<file path="src/rtl/bdq_pkg.sv">
// Package for the bounded deque: sizes, operation and status codes, and the
// request, result and internal command structs. No dependencies.
package bdq_pkg;

	localparam int DEPTH  = 64;
	localparam int SLOT_W = (DEPTH > 1) ? $clog2(DEPTH) : 1;
	localparam int CNT_W  = $clog2(DEPTH + 1);
	localparam int SUM_W  = CNT_W + 1;
	localparam int CFG_W  = 7;
	localparam int OUT_CNT_W = 7;
	localparam int CAP_W  = (CNT_W > CFG_W) ? CNT_W : CFG_W;
	localparam logic [CFG_W-1:0] CAP_RESET = CFG_W'(64);

	typedef enum logic [1:0] {
		OP_PUSH_BACK  = 2'd0,
		OP_PUSH_FRONT = 2'd1,
		OP_POP_FRONT  = 2'd2,
		OP_POP_BACK   = 2'd3
	} op_t;

	typedef enum logic [1:0] {
		ST_OK    = 2'd0,
		ST_FULL  = 2'd1,
		ST_EMPTY = 2'd2
	} status_t;

	typedef struct packed {
		op_t                op;
		logic signed [31:0] value;
	} bdq_req_t;

	typedef struct packed {
		logic signed [31:0]     data;
		status_t                status;
		logic [OUT_CNT_W-1:0]   count;
	} bdq_rsp_t;

	// One classified request on its way from the front end to the store.
	typedef struct packed {
		logic                 wr;
		logic                 rd;
		logic [SLOT_W-1:0]    slot;
		logic signed [31:0]   value;
		status_t              status;
		logic [OUT_CNT_W-1:0] count;
	} bdq_cmd_t;

endpackage

</file>
<file path="src/rtl/bdq_front.sv">
// Front end of the bounded deque: capacity register, head pointer and fill
// count; classifies each request and forms a store command. Uses bdq_pkg.
module bdq_front import bdq_pkg::*; (
	input  logic             clk,
	input  logic             arst_n,
	input  logic             accept,
	input  bdq_req_t         request,
	input  logic             cfg_write,
	input  logic [CFG_W-1:0] cfg_data,
	output bdq_cmd_t         cmd
);

	logic [CFG_W-1:0]  capacity_q;
	logic [SLOT_W-1:0] head_q;
	logic [CNT_W-1:0]  fill_q;

	logic [SLOT_W-1:0] head_next;
	logic [CNT_W-1:0]  fill_next;
	logic [CAP_W-1:0]  cap_eff;
	logic              is_full;
	logic              is_empty;
	logic [SUM_W-1:0]  tail_sum;
	logic [SUM_W-1:0]  tail_wrap;
	logic [SUM_W-1:0]  last_sum;
	logic [SUM_W-1:0]  last_wrap;
	logic [SLOT_W-1:0] head_dec;
	logic [SLOT_W-1:0] head_inc;

	always_comb begin
		cap_eff = (CAP_W'(capacity_q) > CAP_W'(DEPTH)) ? CAP_W'(DEPTH) : CAP_W'(capacity_q);
		is_full  = CAP_W'(fill_q) >= cap_eff;
		is_empty = (fill_q == '0);

		// Slot just past the back, and slot of the back entry, modulo depth.
		tail_sum  = SUM_W'(head_q) + SUM_W'(fill_q);
		tail_wrap = (tail_sum >= SUM_W'(DEPTH)) ? tail_sum - SUM_W'(DEPTH) : tail_sum;
		last_sum  = tail_sum - SUM_W'(1);
		last_wrap = (last_sum >= SUM_W'(DEPTH)) ? last_sum - SUM_W'(DEPTH) : last_sum;
		head_dec  = (head_q == '0) ? SLOT_W'(DEPTH - 1) : head_q - SLOT_W'(1);
		head_inc  = (head_q == SLOT_W'(DEPTH - 1)) ? '0 : head_q + SLOT_W'(1);

		head_next  = head_q;
		fill_next  = fill_q;
		cmd.wr     = 1'b0;
		cmd.rd     = 1'b0;
		cmd.slot   = tail_wrap[SLOT_W-1:0];
		cmd.value  = request.value;
		cmd.status = ST_OK;

		case (request.op)
			OP_PUSH_BACK: begin
				if (is_full) begin
					cmd.status = ST_FULL;
				end else begin
					cmd.wr    = 1'b1;
					fill_next = fill_q + CNT_W'(1);
				end
			end
			OP_PUSH_FRONT: begin
				cmd.slot = head_dec;
				if (is_full) begin
					cmd.status = ST_FULL;
				end else begin
					cmd.wr    = 1'b1;
					head_next = head_dec;
					fill_next = fill_q + CNT_W'(1);
				end
			end
			OP_POP_FRONT: begin
				cmd.slot = head_q;
				if (is_empty) begin
					cmd.status = ST_EMPTY;
				end else begin
					cmd.rd    = 1'b1;
					head_next = head_inc;
					fill_next = fill_q - CNT_W'(1);
				end
			end
			OP_POP_BACK: begin
				cmd.slot = last_wrap[SLOT_W-1:0];
				if (is_empty) begin
					cmd.status = ST_EMPTY;
				end else begin
					cmd.rd    = 1'b1;
					fill_next = fill_q - CNT_W'(1);
				end
			end
			default: begin
				cmd.status = ST_OK;
			end
		endcase

		cmd.count = OUT_CNT_W'(fill_next);
	end

	always_ff @(posedge clk or negedge arst_n) begin
		if (!arst_n) begin
			capacity_q <= CAP_RESET;
			head_q     <= '0;
			fill_q     <= '0;
		end else begin
			if (cfg_write) begin
				capacity_q <= cfg_data;
			end
			if (accept) begin
				head_q <= head_next;
				fill_q <= fill_next;
			end
		end
	end

endmodule

</file>
<file path="src/rtl/bdq_queue.sv">
// Two-entry command queue between the deque front end and the store.
// Uses bdq_pkg for the command struct.
module bdq_queue import bdq_pkg::*; (
	input  logic     clk,
	input  logic     arst_n,
	input  logic     push,
	input  bdq_cmd_t push_cmd,
	input  logic     pop,
	output logic     full,
	output logic     valid,
	output bdq_cmd_t pop_cmd
);

	bdq_cmd_t   slots_q [2];
	logic       wr_ptr_q;
	logic       rd_ptr_q;
	logic [1:0] level_q;

	assign full    = (level_q == 2'd2);
	assign valid   = (level_q != 2'd0);
	assign pop_cmd = slots_q[rd_ptr_q];

	always_ff @(posedge clk) begin
		if (push) begin
			slots_q[wr_ptr_q] <= push_cmd;
		end
	end

	always_ff @(posedge clk or negedge arst_n) begin
		if (!arst_n) begin
			wr_ptr_q <= 1'b0;
			rd_ptr_q <= 1'b0;
			level_q  <= 2'd0;
		end else begin
			if (push) begin
				wr_ptr_q <= ~wr_ptr_q;
			end
			if (pop) begin
				rd_ptr_q <= ~rd_ptr_q;
			end
			case ({push, pop})
				2'b10:   level_q <= level_q + 2'd1;
				2'b01:   level_q <= level_q - 2'd1;
				default: level_q <= level_q;
			endcase
		end
	end

endmodule

</file>
<file path="src/rtl/bdq_back.sv">
// Back end of the bounded deque: the entry memory and the result register.
// Carries out one queued command per cycle. Uses bdq_pkg.
module bdq_back import bdq_pkg::*; (
	input  logic     clk,
	input  logic     arst_n,
	input  logic     cmd_valid,
	input  bdq_cmd_t cmd,
	output logic     strobe,
	output bdq_rsp_t result
);

	logic signed [31:0]   mem [DEPTH];
	logic signed [31:0]   rdata_s1;
	logic                 valid_s1;
	logic                 rd_s1;
	status_t              status_s1;
	logic [OUT_CNT_W-1:0] count_s1;

	// Write and registered read share the command's slot.
	always_ff @(posedge clk) begin
		if (cmd_valid && cmd.wr) begin
			mem[cmd.slot] <= cmd.value;
		end
		rdata_s1  <= mem[cmd.slot];
		rd_s1     <= cmd.rd;
		status_s1 <= cmd.status;
		count_s1  <= cmd.count;
	end

	always_ff @(posedge clk or negedge arst_n) begin
		if (!arst_n) begin
			valid_s1 <= 1'b0;
		end else begin
			valid_s1 <= cmd_valid;
		end
	end

	assign strobe        = valid_s1;
	assign result.data   = rd_s1 ? rdata_s1 : 32'sd0;
	assign result.status = status_s1;
	assign result.count  = count_s1;

endmodule

</file>
<file path="src/rtl/bounded_deque.sv">
// Bounded double-ended queue of signed 32-bit values: push back, push front,
// pop front and pop back, with a full/empty error status and the fill count
// in every result. Sustained rate is one request per clock. A request taken at
// a rising edge (start high, busy low) yields exactly one result. Strobe is high
// for one cycle per result: the request is registered in the command queue, then
// the synchronous read of the entry memory registers the result. The receiver
// cannot stall the block, so the back end drains a command in every cycle it
// holds one; the command queue never holds more than one entry and busy never
// rises. The user must write capacity through the cfg channel (always ready)
// only while idle; the block does not enforce this. Values above the memory
// depth act as the depth, zero makes every push full.
// Depends on bdq_pkg, bdq_front, bdq_queue and bdq_back.
module bounded_deque import bdq_pkg::*; (
	input  logic             clk,
	input  logic             arst_n,
	input  logic             start,
	output logic             busy,
	input  bdq_req_t         request,
	output logic             strobe,
	output bdq_rsp_t         result,
	input  logic             cfg_valid,
	output logic             cfg_ready,
	input  logic [CFG_W-1:0] cfg_data
);

	logic     accept;
	logic     queue_full;
	logic     queue_valid;
	bdq_cmd_t front_cmd;
	bdq_cmd_t back_cmd;

	// Take a request whenever the command queue has room.
	assign busy      = queue_full;
	assign accept    = start && !queue_full;
	assign cfg_ready = 1'b1;

	// Classify the request against head, count and capacity; advance pointers.
	bdq_front u_front (
		.clk       (clk),
		.arst_n    (arst_n),
		.accept    (accept),
		.request   (request),
		.cfg_write (cfg_valid),
		.cfg_data  (cfg_data),
		.cmd       (front_cmd)
	);

	// Hold classified commands until the store takes them; drain every cycle.
	bdq_queue u_queue (
		.clk      (clk),
		.arst_n   (arst_n),
		.push     (accept),
		.push_cmd (front_cmd),
		.pop      (queue_valid),
		.full     (queue_full),
		.valid    (queue_valid),
		.pop_cmd  (back_cmd)
	);

	// Write or read the entry memory and present the result.
	bdq_back u_back (
		.clk       (clk),
		.arst_n    (arst_n),
		.cmd_valid (queue_valid),
		.cmd       (back_cmd),
		.strobe    (strobe),
		.result    (result)
	);

endmodule
</file>
<file path="config.mk">
export PLATFORM = sky130hd
export DESIGN_NAME = bounded_deque
export DESIGN_NICKNAME = d
export VERILOG_FILES = /design/src/rtl/bdq_pkg.sv /design/src/rtl/bdq_front.sv /design/src/rtl/bdq_queue.sv /design/src/rtl/bdq_back.sv /design/src/rtl/bounded_deque.sv
export SDC_FILE = /design/constraint.sdc
export NUM_CORES = 2
export LEC_CHECK = 0
export ABC_AREA = 0
export BUFFER_PORTS_ARGS = -buffer_cell sky130_fd_sc_hd__buf_4
export CAP_MARGIN = 25
export CORE_AREA = 2 2 454 456
export DETAILED_ROUTE_END_ITERATION = 12
export DIE_AREA = 0 0 456 458
export SETUP_SLACK_MARGIN = 0.1
export SYNTH_ARGS = -nofsm -noshare
export SYNTH_HDL_FRONTEND = slang
export SYNTH_SLANG_ARGS = --single-unit
export TNS_END_PERCENT = 10
</file>
<file path="constraint.sdc">
create_clock -name clk -period 6.22 [get_ports clk]
set_input_delay 0.622 -clock clk [delete_from_list [all_inputs] [get_ports clk]]
set_output_delay 0.622 -clock clk [all_outputs]
set_load 0.005 [all_outputs]
</file>
==> load_flow_metrics.sql <==
INSERT INTO impl_metrics (metric_group, metric, value, unit) VALUES
('clock_network', 'cts-root-to-sink-buffers', '3', ''),
('floorplanning', 'die_x', '456', 'um'),
('timing', 'period_needed', '4270', 'ps'),
('drt', 'first_iter_violations', '7343', ''),
('synth', 'yosysSeqAreaShare', '0.811', ''),
('setup_path', 'critPathSlowestCell', 'a2111oi_0', ''),
('setup_path', 'worst_path_largest_cell_delay', '1040', 'ps'),
('global_route', 'grt_first_pass_wirelength', '351000', 'um'),
('setup_path', 'crit_chain', 'buf_16 -> nor3b_2 -> a21oi_4 -> buf_4 -> a21oi_1 -> a221oi_1 -> a31oi_1 -> a2111oi_0 -> nand3_1', ''),
('placed_design', 'dpl_worst_slack', '1740', 'ps'),
('final_layout', 'drive_above_1_share', '0.147', ''),
('clock_network', 'post-cts-setup-buffers', '0', ''),
('timing', 'max-slew-margin-rel', '0.0906', ''),
('final_layout', 'layout.cells.non_filler', '7743', ''),
('floorplanning', 'fp.coreArea', '0.204', 'mm^2'),
('synth', 'syn_inst', '4610', ''),
('setup_path', 'path_class', 'reg -> reg', ''),
('floorplanning', 'die_area', '0.209', 'mm^2'),
('setup_path', 'worst_path_maximum_fanout', '66', ''),
('synth', 'synth_xor_area_frac', '0.00205', ''),
('drt', 'route.detailed.wl_per_inst', '32.5', 'um'),
('synth', 'dominant_combinational_cell_family_by_area_after_synthesis', 'compound AO/OA/AOI/OAI gates', ''),
('setup_path', 'regToRegSetupSlack', '1950', 'ps'),
('setup_path', 'cp_data_required_time', '6880', 'ps'),
('timing', 'timing.final.hold_violations', '0', ''),
('placed_design', 'gpl.final_weighted_congestion', '0.845', ''),
('drt', 'drc_errors', '0', ''),
('synth', 'synth_compound_area_frac', '0.122', ''),
('placed_design', 'post-dp-hpwl', '142000', 'um'),
('power', 'pwr_density_cell', '478', 'mW/mm^2'),
('timing', 'worst_setup_slack_after_layout', '1950', 'ps'),
('global_route', 'grt.overflow.total', '0', ''),
('final_layout', 'layout.cells.most_common', 'edfxtp_1', ''),
('synth', 'async_reset_ff_frac', '0.0113', ''),
('status', 'outcome', 'complete, no violations', ''),
('timing', 'worst_pin_slew', '1360', 'ps'),
('placed_design', 'buffer_ports.inserted', '87', ''),
('global_route', 'grt_start_max_net_pins', '92', ''),
('drt', 'routed-via-count', '47900', ''),
('final_layout', 'number_of_nets_in_the_final_layout', '4937', ''),
('hold_path', 'hp-class', 'in -> reg', ''),
('clock_network', 'htree_num_levels', '4', ''),
('timing', 'setup-violations-final', '0', ''),
('synth', 'synthesis.area', '0.0813', 'mm^2'),
('synth', 'synth_top_area_share', '0.793', ''),
('timing', 'timing.clock.skew', '52.8', 'ps'),
('placed_design', 'post-place-cells', '7301', ''),
('synth', 'synth.distinct_cells', '68', ''),
('synth', 'synth-main-ff-cell', 'edfxtp_1', ''),
('clock_network', 'cts_made_buffers', '211', ''),
('drt', 'ant_nets', '0', ''),
('setup_path', 'worstPathArrival', '4930', 'ps'),
('power', 'irDropWorstVdd', '0.000483', 'V'),
('run', 'maxCapViolCount', '0', ''),
('timing', 'slew_violations', '0', ''),
('global_route', 'grt_pass1_vias', '45200', ''),
('final_layout', 'syn2layout_area_growth', '15.1', '%'),
('synth', 'synth_largest_area_cell', 'edfxtp_1', ''),
('drt', 'viasPerCell', '6.18', ''),
('floorplanning', 'io-pin-count', '89', ''),
('synth', 'synth_edf_count', '2146', ''),
('synth', 'synth.area.mux_share', '0.00902', ''),
('synth', 'syn-num-nets', '4679', ''),
('setup_path', 'crit_path_end_kind', 'register', ''),
('global_route', 'grt_antenna_before_repair', '9', ''),
('timing', 'grt_setup_unrepaired', 'no', ''),
('floorplanning', 'floorplan.initialDensity', '0.399', ''),
('timing', 'timing.fmax', '234', 'MHz'),
('setup_path', 'timing.critical_path.from_type', 'register', ''),
('synth', 'ys_seq_elements', '2213', ''),
('clock_network', 'cts_num_sinks', '2213', '');
## synthesized netlist by cell type (all sizes together), types with 3 or more instances
library cell and instances:
o21ai 20, nand2 265, a22oi 810, nand2b 6, or3 4, xnor2 14
a31oi 72, or2 4, a211oi 3, clkbuf 143, a2111oi 20, o22a 4
nor4 11, edfxtp 2146, dfxtp 42, nor2b 10, buf 154, and2 35
ha 23, mux2 52, a222oi 6, nor3 56, mux2i 14, o32a 3
dfrtp 24, xor2 5, a221oi 101, o31ai 3, inv 20, a21o 6
a21oi 226, a22o 9, and3 8, o22ai 9, nand4 107, nand3 41
nor2 46, a41oi 62
## critical path: cells and delay by family, from the launching register on
kind | cells | cell delay, ps
DFF | 1 | 540
and+or+nand+nor | 2 | 350
buffers and inverters | 2 | 840
AOI/OAI and AO/OA | 5 | 2310
## metal layers
layer	global-route usage	wire length (um)	vias up
li1	-	-	19600
met4	0.105	12400	4
met3	0.0426	24600	506
met1	0.325	99400	24700
met2	0.361	115000	3021
met5	0	29	-
## flip-flops by register name, summed over array words and instances, names as in the netlist
| register | cells |
|---|---|
| u_back.status_s1 | 2 |
| u_front.capacity_q | 7 |
| u_back.rdata_s1 | 32 |
| u_queue.rd_ptr_q | 1 |
| u_queue.wr_ptr_q | 1 |
| u_queue.slots_q | 98 |
| u_front.head_q | 6 |
| u_front.fill_q | 7 |
| u_back.strobe | 1 |
| u_back.mem | 2048 |
| u_back.rd_s1 | 1 |
| u_back.count_s1 | 7 |
| u_queue.level_q | 2 |
## power breakdown
part | leakage, nW | switching, W | internal, W | total (W)
Combinational | 5.54 | 0.00954 | 0.00315 | 0.0127
Clock | 3.26 | 0.00554 | 0.00697 | 0.0125
Sequential | 20.0 | 0.000515 | 0.0190 | 0.0195
## repair_timing
item                      CTS  global route
hold buffers               41             0
hold endpoints to repair   96             0
resized for setup           0             0
## worst paths after layout
| check | start | endpoint | cells after the start |
|---|---|---|---|
| min in group asynchronous | arst_n | u_queue.wr_ptr_q | 2 |
| max in group asynchronous | arst_n | u_queue.rd_ptr_q | 2 |
| max reg2reg | u_queue.rd_ptr_q | u_back.rdata_s1[9] | 9 |
| min reg2reg | u_queue.slots_q[1][6] | u_back.count_s1[6] | 1 |
| min | cfg_valid | u_front.capacity_q[1] | 2 |
| max | u_queue.rd_ptr_q | u_back.rdata_s1[9] | 9 |
## logic make-up after synthesis
kind of cell / Yosys count
flops: 2213
compound gates: 1372
simple gates: 598
buf+inv: 317
mux: 66
fa+ha+maj: 24
xor+xnor: 19
other cells: 1
## metrics by stage
step / util / hold WS, ps
detailed placement: 0.424 / 455
CTS: 0.459 / 60.1
global placement: 0.423 / 456
global route: 0.459 / 90.6
floorplan: - / 326
finish: 0.459 / 114
## layout make-up
type | count | area [um^2]
Tap cell | 2688 | 3360
Multi-Input combinational cell | 2080 | 14500
Sequential cell | 2213 | 65900
Clock buffer | 284 | 5690
Fill cell | 17100 | 110000
Timing Repair Buffer | 342 | 2980
Antenna cell | 5 | 12.5
Inverter | 20 | 75.1
Clock inverter | 111 | 992
No activity file was read; power rests on OpenSTA's default activity.
